### src/rtl/ctsc_pkg.sv
package ctsc_pkg;

    localparam int NEST_LIMIT = 255;
    // Depth counters are eight bits wide, so the usable limit never exceeds 255.
    localparam int DEPTH_CAP_INT = (NEST_LIMIT < 255) ? NEST_LIMIT : 255;
    localparam logic [7:0] DEPTH_CAP = 8'(DEPTH_CAP_INT);

    typedef enum logic [3:0] {
        OP_UNKNOWN     = 4'd0,
        OP_TABLE_OPEN  = 4'd1,
        OP_TABLE_CLOSE = 4'd2,
        OP_ARRAY_OPEN  = 4'd3,
        OP_ARRAY_CLOSE = 4'd4,
        OP_BRACE_OPEN  = 4'd5,
        OP_BRACE_CLOSE = 4'd6,
        OP_KEY         = 4'd7,
        OP_EQUALS      = 4'd8,
        OP_VALUE       = 4'd9,
        OP_NEWLINE     = 4'd10,
        OP_COMMA       = 4'd11,
        OP_DOT         = 4'd12,
        OP_END         = 4'd13
    } t_opcode;

    typedef enum logic [1:0] {
        ST_FINE     = 2'd0,
        ST_ERROR    = 2'd1,
        ST_END_PASS = 2'd2,
        ST_END_FAIL = 2'd3
    } t_status;

    typedef struct packed {
        t_opcode     opcode;
        logic [19:0] token_line;
        logic [15:0] token_column;
    } t_token;

    typedef struct packed {
        t_status     status;
        logic [19:0] error_line;
        logic [15:0] error_column;
    } t_result;

    typedef struct packed {
        logic [7:0]  array_depth;
        logic [7:0]  brace_depth;
        logic        expecting_value;
        logic        in_table_header;
        logic        last_was_value;
        logic        key_pending;
        logic [19:0] pending_key_line;
        logic [15:0] pending_key_column;
        logic        error_latched;
        logic [19:0] saved_error_line;
        logic [15:0] saved_error_column;
    } t_state;

endpackage

### src/rtl/config_token_syntax_checker_top.sv
// Token syntax checker for a key/value configuration stream.
// The input channel carries one classified token per beat (kind, line and
// column); an end token closes the stream. The output channel carries one
// result beat per input beat: a running status, or the final verdict for an
// end token, together with the location of the first offending token.
// Both channels use valid and stall; a beat moves when valid is high and
// stall is low. An accepted beat is written into an input register, checked
// against the stream state by a single combinational step, and its result is
// written into the output register once that register is empty or is being
// emptied; the receiver takes the result from there.
// Throughput is one token per cycle unless the receiver stalls: the state
// update is a single short step and the input and output registers work as
// a two-entry pipeline.
// When the receiver stalls, the result stays in the output register, the
// waiting token stays in the input register, and input stall is raised only
// once both registers are occupied.
// A synchronous, active-low reset empties both registers and returns the
// stream state to its start: no depth, no open header, no pending key and no
// latched error. An end token does the same to the stream state after
// reporting, so the next token opens a new stream.
module config_token_syntax_checker_top
    import ctsc_pkg::*;
(
    input  logic    i_clk,
    input  logic    i_rst_n,
    input  logic    i_in_valid,
    output logic    o_in_stall,
    input  t_token  i_in_tok,
    output logic    o_out_valid,
    input  logic    i_out_stall,
    output t_result o_out_res
);

    logic    r_in_valid;
    t_token  r_in_tok;
    logic    r_out_valid;
    t_result r_out_res;
    t_state  r_state;

    t_state  n_state;
    t_result n_res;
    logic    advance;
    logic    in_take;

    // The token in the input register moves on when the output register is
    // empty or is being emptied in this cycle.
    assign advance    = r_in_valid && (!r_out_valid || !i_out_stall);
    assign o_in_stall = r_in_valid && !advance;
    assign in_take    = i_in_valid && !o_in_stall;

    ctsc_step u_step (
        .i_state (r_state),
        .i_tok   (r_in_tok),
        .o_state (n_state),
        .o_res   (n_res)
    );

    always_ff @(posedge i_clk) begin
        if (!i_rst_n) begin
            r_in_valid  <= 1'b0;
            r_out_valid <= 1'b0;
            r_state     <= '0;
        end else begin
            r_in_valid  <= in_take || (r_in_valid && !advance);
            r_out_valid <= advance || (r_out_valid && i_out_stall);
            if (advance) begin
                r_state <= n_state;
            end
        end
    end

    // Payload registers carry no reset; their valid flags guard them.
    always_ff @(posedge i_clk) begin
        if (in_take) begin
            r_in_tok <= i_in_tok;
        end
        if (advance) begin
            r_out_res <= n_res;
        end
    end

    assign o_out_valid = r_out_valid;
    assign o_out_res   = r_out_res;

endmodule

### src/rtl/ctsc_step.sv
module ctsc_step
    import ctsc_pkg::*;
(
    input  t_state  i_state,
    input  t_token  i_tok,
    output t_state  o_state,
    output t_result o_res
);

    t_state s;
    logic   hit;

    always_comb begin
        s     = i_state;
        hit   = 1'b0;
        o_res = '0;

        if (i_tok.opcode == OP_END) begin
            if (i_state.error_latched) begin
                o_res.status       = ST_END_FAIL;
                o_res.error_line   = i_state.saved_error_line;
                o_res.error_column = i_state.saved_error_column;
            end else if (i_state.array_depth != 8'd0 || i_state.brace_depth != 8'd0 ||
                         i_state.expecting_value || i_state.in_table_header) begin
                o_res.status = ST_END_FAIL;
            end else begin
                o_res.status = ST_END_PASS;
            end
            s = '0;
        end else begin
            if (!i_state.error_latched) begin
                // A key must be followed directly by an equals sign.
                if (i_state.key_pending) begin
                    s.key_pending = 1'b0;
                    if (i_tok.opcode != OP_EQUALS) begin
                        s.error_latched      = 1'b1;
                        s.saved_error_line   = i_state.pending_key_line;
                        s.saved_error_column = i_state.pending_key_column;
                    end
                end
                if (!s.error_latched) begin
                    case (i_tok.opcode)
                        OP_TABLE_OPEN: begin
                            if (i_state.expecting_value) hit = 1'b1;
                            else s.in_table_header = 1'b1;
                        end
                        OP_TABLE_CLOSE: begin
                            if (!i_state.in_table_header) hit = 1'b1;
                            else s.in_table_header = 1'b0;
                        end
                        OP_ARRAY_OPEN: begin
                            if (i_state.in_table_header || i_state.array_depth >= DEPTH_CAP) begin
                                hit = 1'b1;
                            end else begin
                                s.array_depth    = i_state.array_depth + 8'd1;
                                s.last_was_value = 1'b0;
                            end
                        end
                        OP_ARRAY_CLOSE: begin
                            if (i_state.in_table_header || i_state.array_depth == 8'd0) begin
                                hit = 1'b1;
                            end else begin
                                s.array_depth    = i_state.array_depth - 8'd1;
                                s.last_was_value = 1'b0;
                            end
                        end
                        OP_BRACE_OPEN: begin
                            if (i_state.in_table_header || i_state.brace_depth >= DEPTH_CAP) begin
                                hit = 1'b1;
                            end else begin
                                s.brace_depth = i_state.brace_depth + 8'd1;
                            end
                        end
                        OP_BRACE_CLOSE: begin
                            if (i_state.in_table_header || i_state.brace_depth == 8'd0) begin
                                hit = 1'b1;
                            end else begin
                                s.brace_depth = i_state.brace_depth - 8'd1;
                            end
                        end
                        OP_KEY: begin
                            if (!i_state.in_table_header) begin
                                s.key_pending        = 1'b1;
                                s.pending_key_line   = i_tok.token_line;
                                s.pending_key_column = i_tok.token_column;
                                s.expecting_value    = 1'b1;
                            end
                        end
                        OP_EQUALS: begin
                            hit = i_state.in_table_header || !i_state.expecting_value;
                        end
                        OP_VALUE: begin
                            if (i_state.in_table_header) begin
                                hit = 1'b1;
                            end else if (!i_state.expecting_value &&
                                         i_state.array_depth == 8'd0 &&
                                         i_state.brace_depth == 8'd0) begin
                                hit = 1'b1;
                            end else begin
                                s.expecting_value = 1'b0;
                                if (i_state.array_depth != 8'd0) begin
                                    if (i_state.last_was_value) hit = 1'b1;
                                    else s.last_was_value = 1'b1;
                                end
                            end
                        end
                        OP_NEWLINE: begin
                            s.expecting_value = 1'b0;
                        end
                        OP_COMMA: begin
                            if (i_state.in_table_header) begin
                                hit = 1'b1;
                            end else begin
                                s.expecting_value = 1'b0;
                                s.last_was_value  = 1'b0;
                            end
                        end
                        OP_DOT: begin
                            hit = 1'b0;
                        end
                        default: begin
                            hit = 1'b1;
                        end
                    endcase
                    if (hit) begin
                        s.error_latched      = 1'b1;
                        s.saved_error_line   = i_tok.token_line;
                        s.saved_error_column = i_tok.token_column;
                    end
                end
            end
            if (s.error_latched) begin
                o_res.status       = ST_ERROR;
                o_res.error_line   = s.saved_error_line;
                o_res.error_column = s.saved_error_column;
            end else begin
                o_res.status = ST_FINE;
            end
        end
        o_state = s;
    end

endmodule

### config.mk
export PLATFORM = sky130hd
export DESIGN_NAME = config_token_syntax_checker_top
export DESIGN_NICKNAME = d
export VERILOG_FILES = /design/src/rtl/ctsc_pkg.sv /design/src/rtl/config_token_syntax_checker_top.sv /design/src/rtl/ctsc_step.sv
export SDC_FILE = /design/constraint.sdc
export NUM_CORES = 1
export LEC_CHECK = 0
export BUFFER_PORTS_ARGS = -buffer_cell sky130_fd_sc_hd__clkbuf_2
export CORE_ASPECT_RATIO = 0.6
export CORE_MARGIN = 8
export CORE_UTILIZATION = 30
export CTS_BUF_LIST = sky130_fd_sc_hd__clkbuf_4 sky130_fd_sc_hd__clkbuf_8 sky130_fd_sc_hd__clkbuf_16
export CTS_CLUSTER_SIZE = 25
export DETAILED_ROUTE_END_ITERATION = 8
export SYNTH_ARGS = -nofsm -noshare
export SYNTH_HDL_FRONTEND = slang
export SYNTH_SLANG_ARGS = --single-unit
### constraint.sdc
create_clock -name i_clk -period 6.15 [get_ports i_clk]
set_input_delay 1.23 -clock i_clk [delete_from_list [all_inputs] [get_ports i_clk]]
set_output_delay 1.23 -clock i_clk [all_outputs]
set_load 0.03 [all_outputs]
==> results, run 1 <==
- Across the run, the number of max-cap violations was 0.
- The first detailed-routing pass ran for 5 iterations.
- Summed over all failing endpoints, the final setup total negative slack is 0 ns.
- The cell count after synthesis came out at roughly 740.
- The via count of the first global-routing pass is around 5,600.
- The root buffer cell is clkbuf_16.
- For this run, the register share of the synthesized area comes to 0.555.
- The critical path ends at r_state[92].
- At the pin with the least slew margin, the transition time is about 1.0 ns.
- The complex-gate fraction of the synthesized area is 0.168.
- Setup repair after global routing left no endpoint under its margin.
- The cell depth of the worst min-delay path is 2.
- At the worst endpoint, the required time is 6.52 ns.
- The dominant register cell in the synthesized netlist is dfxtp_1.
- The total routing resource utilization after global routing is 0.132.
- Ranked by total cell area, the synthesized netlist is headed by edfxtp_1 (31%), dfxtp_1 (25%), nand3_1 (5.5%).
- The critical path goes through nor2_1 -> nand2_1 -> inv_1 -> ha_1 -> a21o_1 -> a211o_1 -> a2111oi_0 -> nor3_1 -> or4b_2 -> a21oi_1.
- The worst ir drop on vdd is 0.148 mV.
- The later-pin clock latency in the skew report is between 0.4 and 0.5 ns.
- TritonCTS created 17 clock buffers.
- The power dissipated by switching net loads is about 0.67 mW.
- After clock tree synthesis, the clock-pin slew on the worst setup and hold paths is about 0.07 ns.
- The share of cell area taken by muxes after synthesis is 0.00802.
- Data on the critical path arrives at its endpoint at ~4.3 ns.
- The number of buffers and inverters on the critical path is 1.
- The count of pins on the block boundary is 84.
- Detailed routing inserted a total of approximately 6,000 vias.
- The worst pin sits at a relative slew slack of 0.290.
- The flow ran to the end, and the final reports show no timing, DRC or antenna violations.
- The endpoint kind of the worst setup timing path is a register.
- For the worst flop-to-flop path, the logic depth is 10.
- The number of nets produced by synthesis is ~800.
- The half-perimeter wire length after placement is ~13,000 um.
- After detailed routing, the number of remaining DRC violations is 0.
- Of the total synthesized cell area, the portion taken by XOR and XNOR cells is 0.0126.
- The initial cell density of the core is 0.304.
- The total design power is 2.59 mW.
- The final hold violation count was 0.
- The number of antenna violations at the first check in global routing is 0.
- The number of logic stages on the critical path including buffering is 10.
- The post-synthesis cell area is roughly 7600 sq um.
- Setup violations remaining at the end of the flow were counted as 0.
- The number of buffers added on ports is 83.
- The Yosys step of the flow raised 0 warnings.
- Dividing the final minimum period by the clock period gives 0.638.
- The number of antenna diodes in the final layout is 0.
- Counting along the longest clock path gives a buffer depth of 2.
- The share of the synthesized area in the top cell type is 0.306.
- The type of the worst setup path is register to register.
- The synthesis-to-layout area growth is 17.0%.
- Dividing the detail-routed wire length by the instance count gives about 18 um.
- The combinational share of power is 0.089.
- The capture instance of the worst register-to-register path is r_state[92].
- The largest individual stage delay along the critical path comes from the cell a2111oi_0.
- The arithmetic-cell share of the synthesized area counting full adders, half adders and majority gates is 0.0249.
- The synthesized design spends more area on one cell type than any other, namely edfxtp_1.
- The final worst hold slack is about 0.46 ns.
- The part of the total power dissipated in sequential elements is 0.502.
- From left edge to right edge, the die measures approximately 220 um.
- The unique cell type count in the Yosys netlist is between 50 and 60.
- The standard cell core area is approximately 25,000 sq um.
- TritonCTS built the clock tree.
- Of the cells placed in the final design, the portion with a size suffix greater than 1 is 0.174.
- The first routing iteration left 540 violations.
- The final standard cell count with taps included and fillers excluded is about 1,100.
- The total overflow reported by the global router is 0.
- The worst setup path is launched from a register.
- The share of synthesized registers carrying an async set or reset is 0.
- The global-route wire length before repair is between 30,000 and 40,000 um.
- The post-synthesis sequential element count is ~170.
- The number of max-slew violations in the final report came to 0.
- The fraction of power consumed by the clock network is 0.410.
- The number of nets with antenna violations after routing is 0.
- The worst setup path startpoint is r_in_tok[37].
- The post-cts sizing count is 0.
- At the end of routability-driven placement, the weighted congestion stood at between 0.8 and 0.9.
- By count the netlist is led by dfxtp_1 (95), nand2_1 (95), nand3_1 (84).
- The dominant combinational cell family by area after synthesis is simple AND/OR/NAND/NOR gates.
- Of the total synthesized cell area, the portion taken by AND, OR, NAND and NOR gates is 0.197.
- The full die area is 31,000 sq um.
- The clock arrives with between 0.01 and 0.015 ns of skew.
- In this design, the largest share of critical-path delay is due to compound AO/OA/AOI/OAI gates.
- The pin count of the biggest net entering global routing is 53.
- The analysis attributes to cell leakage a power of ~3.4 nW.
- On the worst path, the slowest cell contributes a delay of around 0.90 ns.
- The overall die height is ~140 um.
- For this design, the CTS-stage hold fixing added 0 buffers.
- After detailed routing, the number of vias per cell comes to 5.22.
- After layout, the minimum clock period comes to ~3.9 ns.
- The tightest min-delay check is of the register to register type.
- The mean area per synthesized cell is slightly above 10 sq um.
- Summed over all layers, the routed wires come to slightly above 20,000 um.
- The worst register-to-register path begins at r_in_tok[37].
- The net count of the finished layout is between 800 and 900.
- The switching power as a share of total power is 0.259.
- In this run, synthesis inferred 78 flip-flops with an integrated enable.
- The H-tree depth is 4.
- The post-route core utilization is 0.355.
- The cell internal power dissipation is 1.92 mW.
- The worst register-to-register path has a setup slack of around 2.2 ns.
- For this design, the sink count on the clock tree is approximately 170.
- The standard-cell row count is 45.
- Once placement completed, the tool counted placed cells totaling 1,113.
- The power density normalized to cell area is between 200 and 300 nW/um^2.
- The highest net fanout along the worst path is 17.
- Post-CTS timing repair inserted 0 buffers for setup.
- Static timing analysis puts the maximum clock frequency at around 250 MHz.
==> power groups by stage <==
stage | clock, mW | combinational [mW] | sequential (mW)
CTS | 1.09 | 0.234 | 1.30
floorplan | 0 | 0.127 | 1.34
global placement | 0 | 0.231 | 1.32
detailed placement | 0 | 0.233 | 1.32
finish | 1.06 | 0.230 | 1.30
global route | 1.14 | 0.252 | 1.31
==> metrics by stage <==
step | setup slack (ns) | instance area [sq um]
2_1_floorplan | 1.17 | 7640
3_3_place_gp | 2.51 | 8360
3_5_place_dp | 2.32 | 8360
4_1_cts | 2.32 | 8940
5_1_grt | 1.93 | 8940
6_report | 2.23 | 8940
==> worst min-delay path: stages (launching register included) <==
cell and delay (ns):
dfxtp_1 0.32, nand2_1 0.05, a21oi_1 0.05
==> placed cells by master, fill, tap and decap left out, drive strengths merged, types with 6 or more instances in the layout <==
cell type  netlist  final
ha              12     12
edfxtp          78     78
nand2b           6      6
a21oi           61     61
inv              8     11
a22oi           37     37
nand3           84     84
nand2           95     95
buf             15      9
o21ai           13     13
nor2            28     28
nor3             8      8
clkbuf          36    103
and2            40     40
nor2b            7      7
dfxtp           95     95
a221o           37     37
or3              7      7
xnor2            7      7
==> flip-flops by register name, summed over array words and instances, names as in the netlist <==
signal,cells
o_out_res,38
r_in_valid,1
r_state,93
o_out_valid,1
r_in_tok,40
==> worst min path at each step <==
stage / from / to / slack [ns]
global route: r_state[62] / r_state[62] / 0.48
floorplan: r_state[74] / r_state[74] / 0.44
global placement: r_state[70] / r_state[70] / 0.45
detailed placement: r_state[64] / r_state[64] / 0.46
finish: r_state[64] / r_state[64] / 0.46
CTS: r_state[64] / r_state[64] / 0.46
==> cells by family after synthesis <==
logic type      after synthesis
fa+ha+maj                    14
buf+inv                      59
flops                       173
xor+xnor                     11
simple gates                301
mux                           6
compound gates              179
==> final cells by class <==
class | count | area, sq um
clock buffers | 20 | 465
clock inverters | 12 | 110
fillers | 2496 | 16200
inverters | 8 | 30.0
multi-input cells | 511 | 3190
flip-flops and latches | 173 | 4250
well taps | 329 | 412
repair buffers | 92 | 483
==> routing by layer <==
metal / wire, um / global-route usage
met1: 10100 / 0.187
met2: 9100 / 0.196
met3: 1370 / 0.0384
met4: 131 / 0.0275
met5: 0 / 0
Note: power is estimated with default switching activity, not from simulation.
==> run 2, diff against run 1 <==
- clock period: 6.15 -> 3.4 ns (I/O delays scaled with it)
==> run 2 against run 1 <==
  * Global-route usage up 0.44 points
  * First-iteration DRC count up 12%
  * Worst hold slack worse by 0.060 ns
  * Critical path type unchanged
==> results, run 2 (synthesis results as in run 1) <==
- The layout cell share with drive strength beyond 1 is 0.193 (+0.0190).
- The later-pin clock latency in the skew report is 0.45 ns (about the same).
- The commonest non-fill, non-tap cell in the layout is nand2_1.
- The total iterations of the first detailed-routing run is 5 (unchanged).
- The residual DRC count was 0 (unchanged).
- The total design power is 4.79 mW (+85%).
- The type of the worst setup path is register to register.
- The number of antenna violations at the first check in global routing is 0 (unchanged).
- The post-route clock period utilization was 0.927 (+0.289).
- In this design, the critical path's most frequently occurring cell is a21oi_1.
- The number of buffers on the longest clock path is 2 (unchanged).
- The final weighted congestion in routability-driven placement came to 0.846 (-1.5%).
- The number of max-slew violations in the final report is 0 (unchanged).
- The top cell types in the final layout, fill and taps aside, are nand2_1 (95), dfxtp_1 (94), nand3_1 (84).
- On the critical path, the stage with the largest delay is an instance of or4b_2.
- The full die area is 31,000 sq um (unchanged).
- The highest net fanout along the worst path is 13 (-4).
- The register ranked first by flip-flop count is r_state.
- The clock sink count came to 173 (unchanged).
- The number of nets with antenna violations after routing is 0 (unchanged).
- The synthesis-to-layout area growth is 19.5%.
- The number of buffers added by the clock tree synthesis step is 17 (unchanged).
- The post-placement cell count is 1,131 (+1.6%).
- The half-perimeter wire length after placement is 12,900 um (+1.8%).
- The pin count of the biggest net entering global routing is 53 (unchanged).
- The filler cell count is 2,476 (-0.80%).
- The endpoint kind of the worst setup timing path is a register.
- The total via count in the routed design is 6,051 (+1.2%).
- The routed via count divided by cell count was 5.20 (-0.41%).
- The H-tree depth is 4 (unchanged).
- The highest attainable clock frequency is 317 MHz (+25%).
- The root buffer cell is clkbuf_16.
- The static leakage power was 3.54 nW (+3.5%).
- The via count of the first global-routing pass is 5,871 (+4.1%).
- The flow ran to the end, and the final reports show no timing, DRC or antenna violations.
- The power density normalized to cell area is 524 nW/um^2 (+81%).
- The delay contributed by the slowest stage of the critical path is 0.65 ns (-0.25 ns).
- The total routing resource utilization after global routing is 0.136 (+0.00438).
- Setup repair after global routing left no endpoint under its margin.
- TritonCTS built the clock tree.
- The final routed wirelength across all metal layers is 21,000 um (+1.4%).
- The count of nets after finishing is 879 (+2.1%).
- The sum of negative setup slack is 0 ns (unchanged).
- The count of pins on the block boundary is 84 (unchanged).
- The worst ir drop on vdd is 0.327 mV (+120%).
- The antenna diode count is 0 (unchanged).
- The number of flip-flops under the largest register name was 93 (unchanged).
- The required time at the worst-slack endpoint is 3.77 ns (-2.75 ns).
- The clock transition at the registers of the reported paths is 0.07 ns (about the same).
- Grouping stages by cell kind, the critical path spends the most delay in simple AND/OR/NAND/NOR gates.
- The number of buffers and inverters on the critical path is 1 (unchanged).
- The slew of the pin with the lowest slew margin came to 0.841 ns (-0.198 ns).
- The overall die height is 140 um (unchanged).
- The number of DRC markers in iteration 0 is 605 (+12%).
- The standard cell core area came to 25,200 sq um (unchanged).
- The final standard cell count with taps included and fillers excluded came to 1,163 (+1.6%).
- The initial cell density of the core is 0.304 (unchanged).
- The per-cell routed wire length came to 18.1 um (-0.15%).
- The number of buffers added on ports is 83 (unchanged).
- The maximum clock skew at final layout is 0.0112 ns (-0.00312 ns).
- The horizontal die dimension is 222 um (unchanged).
- The total overflow reported by the global router is 0 (unchanged).
- The final hold violation count was 0 (unchanged).
- The hold buffer count at cts came to 0 (unchanged).
- The critical path arrival is 3.52 ns (-0.78 ns).
- The post-route minimum period is 3.15 ns (-0.772 ns).
- The standard-cell row count is 45 (unchanged).
- The kind of launch point of the worst setup path is a register.
- The final worst hold slack is 0.404 ns (-0.0597 ns).
- Walking the worst path, the cells encountered are buf_4 -> or4b_1 -> a21oi_1 -> o21ai_2 -> or4_1 -> or4b_2 -> a21oi_1.
- The global-route wire length before repair was 33,500 um (+2.6%).
- The total of endpoints with negative setup slack in the final report was 0 (unchanged).
- The path type of the worst min-delay path is input pin to register.
- The max-cap violation count is 0 (unchanged).
- The worst slew margin relative to its limit is 0.439 (+0.150).
## run 2: cell types whose count changed in the layout (fill, tap and decap cells not counted), sizes merged
cell      previous run  this run
inv                 11         8
clkinv               4         9
bufinv               1         2
clkinvlp             4         1
buf                  9        27
## run 2: metrics by stage
step                instance area (sq um)   util  worst slack, ns
CTS                                  9130  0.363            0.269
global placement                     8530  0.339            0.302
global route                         9140  0.363           0.0600
detailed placement                   8530  0.339            0.299
finish                               9140  0.363            0.249
floorplan                            7660      -            0.183
## run 2: routing by layer
metal  up-vias  share of wire  global-route usage
met2       198           0.42               0.195
li1       2926              -                   -
met5         -              0                   0
met3        20          0.064              0.0411
met1      2907           0.50               0.195
met4         0          0.010              0.0407
## run 2: final cells by class
type / instances / area, sq um / share of cell area
Clock buffer: 20 / 465 / 0.0510
Clock inverter: 12 / 139 / 0.0152
Inverter: 8 / 30.0 / 0.00329
Tap cell: 329 / 412 / 0.0451
Multi-Input combinational cell: 511 / 3200 / 0.350
Sequential cell: 173 / 4250 / 0.465
Timing Repair Buffer: 110 / 643 / 0.0704
## run 2: power by group
group	total (mW)	internal [mW]	leakage [nW]	switching, mW
Combinational	0.462	0.145	1.73	0.317
Clock	1.99	1.15	0.296	0.848
Sequential	2.33	2.28	1.52	0.0526
## run 2: repair_timing
| action | in CTS | in global routing |
|---|---|---|
| setup endpoints to repair | 0 | 1 |
| setup buffers | 0 | 0 |
| gates resized for setup | 0 | 1 |
## run 2: worst paths after layout
check	start	endpoint	slack (ns)	cells past startpoint
setup / recovery	r_in_tok[37]	r_state[92]	0.25	7
hold / removal	i_in_tok[25]	r_in_tok[25]	0.40	1
setup reg to reg	r_in_tok[37]	r_state[92]	0.25	7
hold reg to reg	r_state[45]	r_state[45]	0.46	2
==> run 3, diff against run 2 <==
- ABC_AREA: not set -> 1
==> run 3 against run 2 <==
  * Wire length grew 13%
  * Via count rose by 18%
  * Maximum frequency increased by 8.2%
  * Combinational power is 68% higher
  * Largest power group unchanged
  * Highest routed layer unchanged
==> results, run 3 <==
- The arithmetic-cell share of the synthesized area counting full adders, half adders and majority gates is 0.0226 (-0.00227).
- The mean area per synthesized cell is 7.79 sq um (-24%).
- The number of nets produced by synthesis came to 1,138 (+42%).
- The post-synthesis cell area is 8410 sq um (+10%).
- The sum of negative setup slack came to 0 ns (unchanged).
- The kind of launch point of the worst setup path is a register.
- The worst slew margin relative to its limit came to 0.281 (-0.158).
- The met1 capacity usage during global routing came to 0.215 (+0.0206).
- The number of flip-flops under the largest register name is 93 (unchanged).
- The standard-cell row count is 47 (+4.4%).
- The maximum clock skew at final layout came to 0.00855 ns (-0.00263 ns).
- The later-pin clock latency in the skew report is 0.43 ns (-0.02 ns).
- The register ranked first by flip-flop count is r_state.
- The power density normalized to cell area is 521 nW/um^2 (-0.52%).
- The setup fix buffers added after clock tree synthesis came to 0 (unchanged).
- Setup repair after global routing left no endpoint under its margin.
- The commonest non-fill, non-tap cell in the layout is nand2_1.
- The CTS tree is yes.
- The highest attainable clock frequency is 343 MHz (+8.2%).
- The via count of the first global-routing pass is 6,507 (+11%).
- The final standard cell count with taps included and fillers excluded was 1,524 (+31%).
- The count of pins on the block boundary is 84 (unchanged).
- Counting instances in the post-synthesis netlist gives the leading cell types as nand2_1 (332), inv_1 (135), nand3_1 (123).
- The critical path arrival came to 3.09 ns (-0.43 ns).
- Yosys attributes the largest share of cell area to edfxtp_1 (28%), dfxtp_1 (23%), nand2_1 (15%).
- The number of flops mapped to enable cells by yosys came to 78 (unchanged).
- The delay contributed by the slowest stage of the critical path was 0.46 ns (-0.19 ns).
- The tree is rooted in a clkbuf_16.
- The total iterations of the first detailed-routing run came to 7 (+2).
- The residual DRC count is 0 (unchanged).
- The static leakage power is 4.27 nW (+21%).
- The global routing met2 resource utilization is 0.185 (-0.00987).
- The XOR/XNOR share of the synthesized area is 0.00312 (-0.00948).
- The share of cell area taken by muxes after synthesis was 0 (-0.00802).
- The most heavily used metal layer in global routing is met1.
- STA classifies the critical path endpoint as a register.
- The total of warnings raised by yosys was 0 (unchanged).
- The total design power is 5.11 mW (+6.8%).
- The H-tree depth is 4 (unchanged).
- The highest net fanout along the worst path is 35 (+22).
- The post-cts sizing count is 0 (unchanged).
- The met3 track demand over resource in global routing is 0.0350 (-0.00608).
- The post-route clock period utilization is 0.856 (-0.0703).
- The pin count of the biggest net entering global routing is 74 (+40%).
- The clock sink count came to 173 (unchanged).
- The max-cap violation count is 0 (unchanged).
- The final weighted congestion in routability-driven placement is 0.881 (+4.2%).
- The number of buffers added on ports is 83 (unchanged).
- The final hold violation count is 0 (unchanged).
- The path class of the tightest hold or removal check is input pin to register.
- Compared with the post-synthesis result, the final layout area differs by 16.6%.
- The post-placement cell count was 1,492 (+32%).
- After synthesis, the largest family of logic cells by area is simple AND/OR/NAND/NOR gates.
- The standard cell core area is 27,600 sq um (+9.6%).
- The filler cell count is 2,826 (+14%).
- The flow ran to the end, and the final reports show no timing, DRC or antenna violations.
- In the layout the commonest cells are nand2_1 (331), inv_1 (134), nand3_1 (123).
- The post-route minimum period is 2.91 ns (-0.239 ns).
- The overall die height is 146 um (+4.3%).
- The half-perimeter wire length after placement came to 16,000 um (+24%).
- The horizontal die dimension was 232 um (+4.5%).
- The post-synthesis sequential area ratio is 0.505 (-0.0507).
- The slew of the pin with the lowest slew margin is 1.07 ns (+0.233 ns).
- The placement-stage worst setup slack is 0.525 ns (+0.226 ns).
- The initial cell density of the core came to 0.305 (+0.00125).
- The clock transition at the registers of the reported paths is 0.07 ns (about the same).
- The final routed wirelength across all metal layers is 23,800 um (+13%).
- Traced cell by cell, the critical path runs through inv_1 -> nand2_1 -> nor2_2 -> o21ai_1 -> nand2_1 -> nor2_1 -> nand2_1 -> buf_4 -> nand3_1 -> nand2_1 -> nand2_1 -> nand3_1 -> nand2_1.
- The layout cell share with drive strength beyond 1 came to 0.132 (-0.0608).
- The hold buffer count at cts came to 0 (unchanged).
- The number of buffers on the longest clock path is 2 (unchanged).
- The cell family contributing the most delay on the critical path is simple AND/OR/NAND/NOR gates.
- The cell taking the most area after synthesis is edfxtp_1.
- The leading cell type by number of instances after synthesis is nand2_1.
- The dominant register cell in the synthesized netlist is dfxtp_1.
- The total of endpoints with negative setup slack in the final report is 0 (unchanged).
- The per-cell routed wire length was 15.6 um (-14%).
- The routed via count divided by cell count is 4.67 (-10%).
- The share of the synthesized area in the top cell type is 0.279 (-0.0280).
- The number of max-slew violations in the final report is 0 (unchanged).
- The number of nets with antenna violations after routing is 0 (unchanged).
- The number of standard cells after synthesis is 1,080 (+45%).
- The type of the worst setup path is register to register.
- The register-to-register setup slack came to 0.49 ns (+0.24 ns).
- The post-synthesis sequential element count is 173 (unchanged).
- Among all stages on the critical path, the largest delay is contributed by nor2_2.
- The global-route wire length before repair was 37,400 um (+12%).
- The total via count in the routed design was 7,124 (+18%).
- The full die area is 33,800 sq um (+9.1%).
- The post-layout worst setup margin is 0.488 ns (+0.239 ns).
- The total overflow reported by the global router is 0 (unchanged).
- The number of antenna violations at the first check in global routing is 0 (unchanged).
- The required time at the worst-slack endpoint came to 3.58 ns (-0.19 ns).
- The complex-gate fraction of the synthesized area came to 0.119 (-0.0485).
- The unique cell type count in the Yosys netlist was 37 (-36%).
- The share of synthesized registers carrying an async set or reset is 0 (unchanged).
- The total routing resource utilization after global routing is 0.139 (+0.00237).
- The count of nets after finishing was 1,202 (+37%).
- The number of DRC markers in iteration 0 is 540 (-11%).
- The worst ir drop on vdd is 0.250 mV (-24%).
- The post-route core utilization came to 0.356 (-0.00743).
- The number of buffers added by the clock tree synthesis step is 17 (unchanged).
- The number of buffers and inverters on the critical path is 2 (+1).
- The antenna diode count is 0 (unchanged).
- The most used cell along the critical path is nand2_1.
- The area fraction in and, or, nand and nor cells after synthesis is 0.261 (+0.0639).
==> run 3: cell types whose count changed after synthesis, sizes merged, moves of 8 or more <==
cell / delta
nand2: +238
inv: +130
a21oi: +46
and2: -40
nand3: +39
a221o: -37
a22oi: -36
a211oi: +34
nor2: +26
buf: +8
==> run 3: report_power, final <==
part,leakage [nW],internal [mW],switching [mW],total [mW]
combinational,2.45,0.223,0.552,0.775
clock,0.299,1.16,0.791,1.95
sequential,1.53,2.31,0.0713,2.38
total,4.27,3.70,1.41,5.11
==> run 3: final timing paths <==
check	end	from	cells after the start
setup / recovery	o_out_res[32]	r_in_tok[39]	13
hold / removal	r_in_tok[20]	i_in_tok[20]	1
setup reg to reg	o_out_res[32]	r_in_tok[39]	13
hold reg to reg	r_state[61]	r_state[61]	2
==> run 3: metrics by stage <==
step | instance area [sq um] | hold WS, ns
after floorplan | 8410 | 0.429
after global placement | 9210 | 0.446
after detailed placement | 9210 | 0.450
after CTS | 9810 | 0.397
after global routing | 9810 | 0.395
final | 9810 | 0.420
==> run 3: final cells by class <==
class | count | area (sq um) | area share
Inverter | 139 | 522 | 0.0532
Timing Repair Buffer | 98 | 566 | 0.0577
Clock inverter | 6 | 61.3 | 0.00625
Multi-Input combinational cell | 715 | 3420 | 0.349
Tap cell | 367 | 459 | 0.0468
Clock buffer | 26 | 534 | 0.0545
Sequential cell | 173 | 4240 | 0.433
==> run 3: logic make-up after synthesis <==
| logic type | after synthesis |
|---|---|
| adders and majority gates | 14 |
| buffers and inverters | 192 |
| xor gates and xnor gates | 3 |
| AOI/OAI and AO/OA | 171 |
| DFF | 173 |
| and+or+nand+nor | 527 |
==> run 3: worst reg2reg max path: stages, from the launching register on <==
cell	delay [ns]
edfxtp_1	0.44
inv_1	0.14
nand2_1	0.17
nor2_2	0.46
o21ai_1	0.13
nand2_1	0.10
nor2_1	0.06
nand2_1	0.16
buf_4	0.41
nand3_1	0.15
nand2_1	0.14
nand2_1	0.11
nand3_1	0.13
nand2_1	0.06
==> run 3: layer usage <==
layer / up-vias / share of wire
met1: 3245 / 0.53
met2: 202 / 0.40
li1: 3662 / -
met3: 15 / 0.061
met5: - / 0
met4: 0 / 0.0093
